`config.mk`:
```
export PLATFORM = sky130hd
export DESIGN_NAME = four_lane_multiply_rotate_hash64
export DESIGN_NICKNAME = d
export VERILOG_FILES = /design/src/flrmh_pkg.sv /design/src/four_lane_multiply_rotate_hash64.sv /design/src/flrmh_mul.sv
export SDC_FILE = /design/constraint.sdc
export NUM_CORES = 2
export LEC_CHECK = 0
export BUFFER_PORTS_ARGS = -buffer_cell sky130_fd_sc_hd__buf_2
export CAP_MARGIN = 30
export CORE_MARGIN = 2
export CORE_UTILIZATION = 50
export CTS_CLUSTER_SIZE = 12
export DETAILED_ROUTE_END_ITERATION = 10
export PLACE_DENSITY = 0.71
export SETUP_SLACK_MARGIN = 0.5
export SLEW_MARGIN = 0
export SYNTH_ARGS = -nofsm -noshare
export SYNTH_HDL_FRONTEND = slang
export SYNTH_HIERARCHICAL = 1
export SYNTH_SLANG_ARGS = --single-unit
```
`constraint.sdc`:
```
create_clock -name aclk -period 12.45 [get_ports aclk]
set_input_delay 0.6225 -clock aclk [delete_from_list [all_inputs] [get_ports aclk]]
set_output_delay 0.6225 -clock aclk [all_outputs]
set_load 0.01 [all_outputs]
```
`src/flrmh_pkg.sv`:
```
`timescale 1ns / 1ps
// ----------------------------------------------------------------------------
// flrmh_pkg
// Shared types, constants and helpers for the four-lane multiply-rotate
// 64-bit hash block and its shared multiplier.
// ----------------------------------------------------------------------------
package flrmh_pkg;

    // hash multipliers
    localparam logic [63:0] PHI_K = 64'h9E37_79B9_7F4A_7C15;
    localparam logic [63:0] MIX_A = 64'h85EB_CA77_C2B2_AE3D;
    localparam logic [63:0] MIX_B = 64'hBF58_476D_1CE4_E5B9;
    localparam logic [63:0] MIX_C = 64'h94D0_49BB_1331_11EB;

    // apb register map: one 64-bit register at byte address 0
    localparam int          APB_ADDR_W = 4;
    localparam int          APB_DATA_W = 64;
    localparam logic [0:0]  REG_SEED   = 1'b0;

    // transaction function codes
    localparam logic FUNC_START = 1'b0;
    localparam logic FUNC_DATA  = 1'b1;

    // sequencer states
    typedef enum logic [2:0] {
        ST_IDLE,
        ST_SEED_MUL,
        ST_LANE_MUL,
        ST_ABSORB,
        ST_FOLD,
        ST_FIN_MUL,
        ST_OUT
    } state_t;

    // partial product steps of the shared multiplier
    typedef enum logic [1:0] {
        PP_LO_LO,
        PP_LO_HI,
        PP_HI_LO
    } pp_step_t;

    // request to the shared multiplier
    typedef struct packed {
        logic        start;
        logic [63:0] a;
        logic [63:0] b;
    } mul_req_t;

    // rotate a word left by the amount of its lane
    function automatic logic [63:0] lane_rotate(input logic [63:0] w,
                                                input logic [1:0]  idx);
        logic [63:0] r;
        unique case (idx)
            2'd0:    r = {w[52:0], w[63:53]};
            2'd1:    r = {w[44:0], w[63:45]};
            2'd2:    r = {w[28:0], w[63:29]};
            default: r = {w[16:0], w[63:17]};
        endcase
        return r;
    endfunction

    // seeding multiplier of each lane
    function automatic logic [63:0] lane_mult(input logic [1:0] idx);
        logic [63:0] m;
        unique case (idx)
            2'd0:    m = PHI_K;
            2'd1:    m = MIX_A;
            2'd2:    m = MIX_B;
            default: m = MIX_C;
        endcase
        return m;
    endfunction

    // keep the low n bytes of a word
    function automatic logic [63:0] tail_mask(input logic [2:0] n);
        logic [63:0] m;
        unique case (n)
            3'd0:    m = 64'h0000_0000_0000_0000;
            3'd1:    m = 64'h0000_0000_0000_00FF;
            3'd2:    m = 64'h0000_0000_0000_FFFF;
            3'd3:    m = 64'h0000_0000_00FF_FFFF;
            3'd4:    m = 64'h0000_0000_FFFF_FFFF;
            3'd5:    m = 64'h0000_00FF_FFFF_FFFF;
            3'd6:    m = 64'h0000_FFFF_FFFF_FFFF;
            default: m = 64'h00FF_FFFF_FFFF_FFFF;
        endcase
        return m;
    endfunction

endpackage

```
`src/four_lane_multiply_rotate_hash64.sv`:
```
`timescale 1ns / 1ps
// ----------------------------------------------------------------------------
// four_lane_multiply_rotate_hash64
// Four-lane multiply-rotate 64-bit hash over a message streamed as
// little-endian 64-bit words, computed on one shared multiplier.
// ----------------------------------------------------------------------------
//  channel   direction  handshake              payload
//  s_        in         s_valid / s_ready      s_func, s_data_word, s_total_length
//  m_        out        m_valid / m_ready      m_hash_value
//  apb       in         psel/penable/pready    paddr, pwdata, prdata (seed_value)
//
//  Every 64-bit multiply runs on the shared 32x32 multiplier.
//  Start transaction: 5 multiplies, plus the final mix when length is 0.
//  Data word: one multiply; the last word adds the final mix.
//  s_ready is low while a transaction is being worked; a held result in the
//  output register stalls the block only when the next hash is ready.
//  aresetn is synchronous; the seed and the lanes reset to zero.
// ----------------------------------------------------------------------------
module four_lane_multiply_rotate_hash64 (
    input  logic                                 aclk,
    input  logic                                 aresetn,
    // input channel
    input  logic                                 s_valid,
    output logic                                 s_ready,
    input  logic                                 s_func,
    input  logic [63:0]                          s_data_word,
    input  logic [31:0]                          s_total_length,
    // result channel
    output logic                                 m_valid,
    input  logic                                 m_ready,
    output logic [63:0]                          m_hash_value,
    // configuration port
    input  logic                                 psel,
    input  logic                                 penable,
    input  logic                                 pwrite,
    input  logic [flrmh_pkg::APB_ADDR_W-1:0]     paddr,
    input  logic [flrmh_pkg::APB_DATA_W-1:0]     pwdata,
    output logic [flrmh_pkg::APB_DATA_W-1:0]     prdata,
    output logic                                 pready
);
    import flrmh_pkg::*;

    state_t      state_reg;
    state_t      state_next;
    logic [63:0] seed_reg;
    logic [63:0] lane_reg  [0:3];
    logic [63:0] lane_next [0:3];
    logic [63:0] h_reg;
    logic [63:0] h_next;
    logic [31:0] bytes_left_reg;
    logic [31:0] bytes_left_next;
    logic [1:0]  block_pos_reg;
    logic [1:0]  block_pos_next;
    logic        open_reg;
    logic        open_next;
    logic [1:0]  lane_idx_reg;
    logic [1:0]  lane_idx_next;
    logic [1:0]  round_reg;
    logic [1:0]  round_next;
    logic        m_valid_reg;
    logic        m_valid_next;
    logic [63:0] m_hash_reg;
    logic [63:0] m_hash_next;

    mul_req_t    mul_req;
    logic        mul_done;
    logic [63:0] mul_product;

    logic        blk_path;
    logic        whole_word;
    logic [1:0]  absorb_idx;
    logic [63:0] absorb_word;
    logic [63:0] absorb_operand;
    logic [31:0] bytes_after;
    logic [63:0] fold;
    logic [63:0] seed_base;
    logic        cfg_write;

    flrmh_mul u_mul (
        .aclk        (aclk),
        .aresetn     (aresetn),
        .mul_req     (mul_req),
        .mul_done    (mul_done),
        .mul_product (mul_product)
    );

    // apb register access
    assign pready    = 1'b1;
    assign cfg_write = psel && penable && pwrite;
    assign prdata    = (paddr[3] == REG_SEED) ? seed_reg : '0;

    always_ff @(posedge aclk) begin
        if (!aresetn) begin
            seed_reg <= '0;
        end else if (cfg_write && paddr[3] == REG_SEED) begin
            seed_reg <= pwdata;
        end
    end

    // data word routing: block lane, whole word or masked tail
    assign blk_path       = (block_pos_reg != 2'd0) || (bytes_left_reg >= 32'd32);
    assign whole_word     = bytes_left_reg >= 32'd8;
    assign absorb_idx     = blk_path ? block_pos_reg : 2'd0;
    assign absorb_word    = (blk_path || whole_word) ? s_data_word
                          : (s_data_word & tail_mask(bytes_left_reg[2:0]));
    assign absorb_operand = lane_reg[absorb_idx] ^ lane_rotate(absorb_word, absorb_idx);
    assign bytes_after    = (blk_path || whole_word) ? (bytes_left_reg - 32'd8) : 32'd0;

    // lane fold and seed base
    assign fold      = lane_reg[0] ^ lane_reg[1] ^ lane_reg[2] ^ lane_reg[3];
    assign seed_base = seed_reg ^ mul_product;

    assign s_ready      = (state_reg == ST_IDLE);
    assign m_valid      = m_valid_reg;
    assign m_hash_value = m_hash_reg;

    // sequencer: next state, multiplier requests and datapath updates
    always_comb begin
        state_next      = state_reg;
        lane_next       = lane_reg;
        h_next          = h_reg;
        bytes_left_next = bytes_left_reg;
        block_pos_next  = block_pos_reg;
        open_next       = open_reg;
        lane_idx_next   = lane_idx_reg;
        round_next      = round_reg;
        m_valid_next    = m_valid_reg && !m_ready;
        m_hash_next     = m_hash_reg;
        mul_req.start   = 1'b0;
        mul_req.a       = h_reg;
        mul_req.b       = PHI_K;

        unique case (state_reg)
            ST_IDLE: begin
                if (s_valid) begin
                    if (s_func == FUNC_START) begin
                        bytes_left_next = s_total_length;
                        block_pos_next  = 2'd0;
                        open_next       = 1'b0;
                        mul_req.start   = 1'b1;
                        mul_req.a       = {32'h0, s_total_length};
                        mul_req.b       = PHI_K;
                        state_next      = ST_SEED_MUL;
                    end else if (open_reg) begin
                        mul_req.start   = 1'b1;
                        mul_req.a       = absorb_operand;
                        mul_req.b       = PHI_K;
                        lane_idx_next   = absorb_idx;
                        bytes_left_next = bytes_after;
                        block_pos_next  = blk_path ? (block_pos_reg + 2'd1) : block_pos_reg;
                        if (bytes_after == 32'd0) begin
                            open_next      = 1'b0;
                            block_pos_next = 2'd0;
                        end
                        state_next      = ST_ABSORB;
                    end
                end
            end
            ST_SEED_MUL: begin
                if (mul_done) begin
                    h_next        = seed_base;
                    mul_req.start = 1'b1;
                    mul_req.a     = seed_base;
                    mul_req.b     = lane_mult(2'd0);
                    lane_idx_next = 2'd0;
                    state_next    = ST_LANE_MUL;
                end
            end
            ST_LANE_MUL: begin
                if (mul_done) begin
                    lane_next[lane_idx_reg] = mul_product;
                    if (lane_idx_reg == 2'd3) begin
                        if (bytes_left_reg == 32'd0) begin
                            state_next = ST_FOLD;
                        end else begin
                            open_next  = 1'b1;
                            state_next = ST_IDLE;
                        end
                    end else begin
                        lane_idx_next = lane_idx_reg + 2'd1;
                        mul_req.start = 1'b1;
                        mul_req.a     = h_reg;
                        mul_req.b     = lane_mult(lane_idx_reg + 2'd1);
                    end
                end
            end
            ST_ABSORB: begin
                if (mul_done) begin
                    lane_next[lane_idx_reg] = mul_product;
                    state_next = (bytes_left_reg == 32'd0) ? ST_FOLD : ST_IDLE;
                end
            end
            ST_FOLD: begin
                mul_req.start = 1'b1;
                mul_req.a     = fold ^ (fold >> 29);
                mul_req.b     = MIX_A;
                round_next    = 2'd0;
                state_next    = ST_FIN_MUL;
            end
            ST_FIN_MUL: begin
                if (mul_done) begin
                    unique case (round_reg)
                        2'd0: begin
                            mul_req.start = 1'b1;
                            mul_req.a     = mul_product ^ (mul_product >> 31);
                            mul_req.b     = MIX_B;
                            round_next    = 2'd1;
                        end
                        2'd1: begin
                            mul_req.start = 1'b1;
                            mul_req.a     = mul_product ^ (mul_product >> 37);
                            mul_req.b     = PHI_K;
                            round_next    = 2'd2;
                        end
                        default: begin
                            h_next     = mul_product ^ (mul_product >> 41);
                            state_next = ST_OUT;
                        end
                    endcase
                end
            end
            ST_OUT: begin
                // load the output register once it is free
                if (!m_valid_reg || m_ready) begin
                    m_valid_next = 1'b1;
                    m_hash_next  = h_reg;
                    state_next   = ST_IDLE;
                end
            end
            default: begin
                state_next = ST_IDLE;
            end
        endcase
    end

    // state register
    always_ff @(posedge aclk) begin
        if (!aresetn) begin
            state_reg <= ST_IDLE;
        end else begin
            state_reg <= state_next;
        end
    end

    // control and lane registers
    always_ff @(posedge aclk) begin
        if (!aresetn) begin
            lane_reg       <= '{default: '0};
            bytes_left_reg <= '0;
            block_pos_reg  <= '0;
            open_reg       <= 1'b0;
            lane_idx_reg   <= '0;
            round_reg      <= '0;
            m_valid_reg    <= 1'b0;
        end else begin
            lane_reg       <= lane_next;
            bytes_left_reg <= bytes_left_next;
            block_pos_reg  <= block_pos_next;
            open_reg       <= open_next;
            lane_idx_reg   <= lane_idx_next;
            round_reg      <= round_next;
            m_valid_reg    <= m_valid_next;
        end
    end

    // payload registers
    always_ff @(posedge aclk) begin
        h_reg      <= h_next;
        m_hash_reg <= m_hash_next;
    end

    // multiplier results only arrive while the sequencer waits for one
    a_done_in_wait: assert property (@(posedge aclk) disable iff (!aresetn)
        mul_done |-> (state_reg == ST_SEED_MUL || state_reg == ST_LANE_MUL ||
                      state_reg == ST_ABSORB || state_reg == ST_FIN_MUL))
        else $error("multiplier result outside a wait state");

    // an open message always has bytes outstanding
    a_open_bytes: assert property (@(posedge aclk) disable iff (!aresetn)
        open_reg |-> (bytes_left_reg != 32'd0))
        else $error("message open with no bytes left");

    // every absorbed word consumes bytes
    a_data_consumes: assert property (@(posedge aclk) disable iff (!aresetn)
        (s_valid && s_ready && s_func == FUNC_DATA && open_reg)
        |=> (bytes_left_reg < $past(bytes_left_reg)))
        else $error("data word did not consume bytes");

    // a new result only comes from the output state
    a_result_source: assert property (@(posedge aclk) disable iff (!aresetn)
        $rose(m_valid_reg) |-> $past(state_reg == ST_OUT))
        else $error("result raised outside the output state");

endmodule

```
`src/flrmh_mul.sv`:
```
`timescale 1ns / 1ps
// ----------------------------------------------------------------------------
// flrmh_mul
// Shared 64x64 multiplier, low 64 bits of the product, built from one
// 32x32 multiplier used for three partial products in turn.
// ----------------------------------------------------------------------------
module flrmh_mul (
    input  logic                aclk,
    input  logic                aresetn,
    input  flrmh_pkg::mul_req_t mul_req,
    output logic                mul_done,
    output logic [63:0]         mul_product
);
    import flrmh_pkg::*;

    logic [63:0] a_reg;
    logic [63:0] b_reg;
    logic [63:0] acc_reg;
    logic [63:0] acc_next;
    pp_step_t    step_reg;
    logic        busy_reg;
    logic        done_reg;
    logic [31:0] x_op;
    logic [31:0] y_op;
    logic [63:0] pp;

    // operand halves for the current partial product
    always_comb begin
        unique case (step_reg)
            PP_LO_LO: begin
                x_op = a_reg[31:0];
                y_op = b_reg[31:0];
            end
            PP_LO_HI: begin
                x_op = a_reg[31:0];
                y_op = b_reg[63:32];
            end
            PP_HI_LO: begin
                x_op = a_reg[63:32];
                y_op = b_reg[31:0];
            end
            default: begin
                x_op = a_reg[31:0];
                y_op = b_reg[31:0];
            end
        endcase
    end

    assign pp = 64'(x_op) * 64'(y_op);

    // low product first, cross terms land in the upper half
    always_comb begin
        if (step_reg == PP_LO_LO) begin
            acc_next = pp;
        end else begin
            acc_next = acc_reg + {pp[31:0], 32'h0};
        end
    end

    // operand capture and step sequencing
    always_ff @(posedge aclk) begin
        if (!aresetn) begin
            busy_reg <= 1'b0;
            done_reg <= 1'b0;
            step_reg <= PP_LO_LO;
        end else begin
            done_reg <= 1'b0;
            if (mul_req.start) begin
                busy_reg <= 1'b1;
                step_reg <= PP_LO_LO;
            end else if (busy_reg) begin
                unique case (step_reg)
                    PP_LO_LO: step_reg <= PP_LO_HI;
                    PP_LO_HI: step_reg <= PP_HI_LO;
                    default: begin
                        step_reg <= PP_LO_LO;
                        busy_reg <= 1'b0;
                        done_reg <= 1'b1;
                    end
                endcase
            end
        end
    end

    // product datapath
    always_ff @(posedge aclk) begin
        if (mul_req.start) begin
            a_reg <= mul_req.a;
            b_reg <= mul_req.b;
        end
        if (busy_reg) begin
            acc_reg <= acc_next;
        end
    end

    assign mul_done    = done_reg;
    assign mul_product = acc_reg;

endmodule

```
==> run_results.csv <==
group,metric,value,unit
status,status,"complete, no violations",
min_path,min_from,"pwdata[51]",
min_path,min_to,"seed_reg[51]",
worst_setup_path,end_kind,"flop",
sta,tightest_slew,1.42,ns
synthesis,synth_ff_type,"dfxtp_1",
sta,rsz0062_at_grt,"false",
clock_network,cts_hold_buf,0,
synthesis,synthAdderAreaFrac,0.304,
sta,drv_slew,0,
sta,hold_violations,0,
floorplan,die_area,0.147,sq mm
placement,dpl.hpwl,218000,microns
sta,period_minus_slack,10.94,ns
clock_network,post_cts_resized,0,
synthesis,synth_compound_area_frac,0.127,
floorplan,coreArea,0.143,sq mm
synthesis,yosysWarnings,6,
floorplan,placementRows,139,
worst_setup_path,r2r-end,"u_mul/mul_product[63]",
finish,num-fill-cells,12900,
synthesis,synth_top_family_by_area,"adder cells",
worst_setup_path,arrival,11.50,ns
floorplan,start_util,0.502,
clock_network,path_clk_slew,0.06,ns
floorplan,die_h,383,microns
sta,setup_viol,0,
drt,vias,64700,
synthesis,synth_top_cell_area_share,0.250,
sta,slew-limit-headroom,0.0534,
run,drv_cap,0,
finish,drive_gt1_frac,0.0918,
sta,fmaxAchievable,91.4,MHz
global_route,grt_pass1_vias,62300,
synthesis,synthDistinctLibCells,103,
synthesis,syn_inst,8344,
global_route,grt_usage,0.397,
drt,vias_per_cell,6.26,
clock_network,cts_tree,"yes",
finish,largest_register_ffs,256,
drt,wl,293000,microns
worst_setup_path,crit_slowest_cell,"mux2i_4",
sta,fin_setup_tns,0,ns
synthesis,synth_xor_xnor_area_share,0.0602,
finish,area_delta_synth_final,8.83,%
synthesis,synthesis.area_per_instance,8.60,sq um
floorplan,ios,303,
synthesis,yosys.area_share.simple,0.166,
synthesis,synthMuxAreaShare,0.0285,
clock_network,cts_setup_buffers,0,
global_route,grt_pass1_wl,424000,microns
drt,antenna_left,0,
min_path,hold_class,"in -> reg",
drt,drc,0,
worst_setup_path,cp_max_fo,51,
floorplan,die_w,383,microns
synthesis,synth-edff-count,320,
synthesis,ys_top_cells_by_count,"1704 x nand2_1, 900 x inv_1, 897 x fa_1",
clock_network,cts_sinks,687,
global_route,grt_max_degree,157,
placement,gp_congestion,1.04,
drt,wire_per_inst,28.4,microns
synthesis,synth-seq-cells,687,
synthesis,syn_area,0.0718,sq mm
synthesis,async_reset_ff_frac,0,
clock_network,h-tree-depth,3,
drt,drtIter0Drc,9321,
worst_setup_path,crit_top_cell,"fa_1",
sta,fin_crit_sh,0.879,
synthesis,seq_area_frac_synth,0.236,
worst_setup_path,critPathMaxStageDelay,0.89,ns
clock_network,cts_buffers,81,
worst_setup_path,reg2reg_depth,32,
worst_setup_path,reg2reg_slack,1.51,ns
synthesis,synth.area.top_cells,"fa_1 25%, edfxtp_1 13%, dfxtp_1 10%",
clock_network,insertion_delay,0.74,ns
finish,final_nets,9705,
clock_network,cts_buffer_depth,3,
min_path,min_path_cells,3,
worst_setup_path,start_kind,"flop",
clock_network,cts_root_buffer,"clkbuf_16",
synthesis,synthMostInstantiatedCell,"nand2_1",
global_route,grt_overflow,0,
worst_setup_path,r2r_start,"u_mul/step_reg[1]",
global_route,antenna_found_initial,59,
worst_setup_path,crit_required,13.01,ns
sta,skew,0.0502,ns
drt,first_pass_iters,7,
synthesis,synth_top_area_cell,"fa_1",
placement,io_buffers,298,
worst_setup_path,crit_type,"reg -> reg",
==> area by class of cell <==
| class | instances | area (sq um) | area share |
|---|---|---|---|
| diodes | 26 | 65.1 | 0.000833 |
| clock inverters | 38 | 583 | 0.00746 |
| well taps | 1903 | 2380 | 0.0305 |
| repair buffers | 468 | 2930 | 0.0375 |
| flip-flops and latches | 687 | 17000 | 0.217 |
| multi-input cells | 6185 | 49500 | 0.634 |
| inverters | 905 | 3400 | 0.0436 |
| clock buffers | 114 | 2290 | 0.0294 |
==> per-stage QoR <==
stage	setup WS [ns]	area, sq um	utilization	hold WS (ns)	instances
detailed placement	1.83	75000	0.524	0.446	10100
global placement	1.92	74900	0.523	0.440	10100
floorplan	2.97	71800	-	0.420	8350
finish	1.51	78100	0.546	0.125	10300
CTS	1.81	77900	0.544	0.0995	10300
global route	1.11	78100	0.546	0.132	10300
==> routing by layer <==
layer  up-vias  share of wire  GRT usage
li1      27100              -          -
met1     31600           0.37      0.530
met2      4767           0.39      0.536
met3      1088           0.16      0.157
met4        46          0.076      0.241
met5         -         0.0011          0
==> kinds of logic after synthesis <==
logic type / after synthesis
buffers and inverters: 1478
multiplexers: 196
other: 2
adder cells (fa/ha/maj): 1205
flip-flops: 687
AND/OR/NAND/NOR: 2842
AO/OA/AOI/OAI: 1442
XOR/XNOR: 492
==> worst max path at each step <==
| stage | end | startpoint |
|---|---|---|
| final | u_mul/mul_product[63] | u_mul/step_reg[1] |
| after global routing | u_mul/mul_product[63] | u_mul/step_reg[1] |
| after CTS | u_mul/mul_product[63] | u_mul/step_reg[1] |
| after detailed placement | u_mul/mul_product[63] | u_mul/step_reg[1] |
| after global placement | u_mul/mul_product[63] | u_mul/step_reg[1] |
| after floorplan | u_mul/mul_product[63] | u_mul/step_reg[0] |
==> cells in the final DEF (no fill, tap or decap), types with 49 or more instances in the layout <==
master | Yosys | layout
mux2i_1 | 127 | 112
o221ai_1 | 89 | 89
a21o_1 | 53 | 53
ha_1 | 308 | 307
buf_4 | 6 | 157
and2_1 | 59 | 55
clkbuf_16 | 0 | 84
xor2_1 | 133 | 133
nor2b_1 | 97 | 94
inv_1 | 900 | 900
a31oi_1 | 60 | 58
dfxtp_1 | 367 | 364
a22oi_1 | 52 | 52
nand2_1 | 1704 | 1698
fa_1 | 897 | 897
a21oi_1 | 607 | 607
nand3_1 | 157 | 157
nor2_1 | 625 | 617
o21ai_0 | 204 | 200
a32oi_1 | 49 | 49
edfxtp_1 | 320 | 320
xnor2_1 | 358 | 358
buf_2 | 32 | 298
mux2_2 | 69 | 69
==> critical path: cells and delay by family (launching register included) <==
| family | cells | cell delay (ns) |
|---|---|---|
| adders and majority gates | 10 | 4.19 |
| AOI/OAI and AO/OA | 9 | 2.15 |
| DFF | 1 | 0.52 |
| buffers and inverters | 3 | 0.46 |
| muxes | 1 | 0.89 |
| and+or+nand+nor | 7 | 1.57 |
| xor gates and xnor gates | 2 | 0.98 |
Power is not shown: default switching activity piles up to over one toggle a cycle in this logic, so the estimate is an artifact.
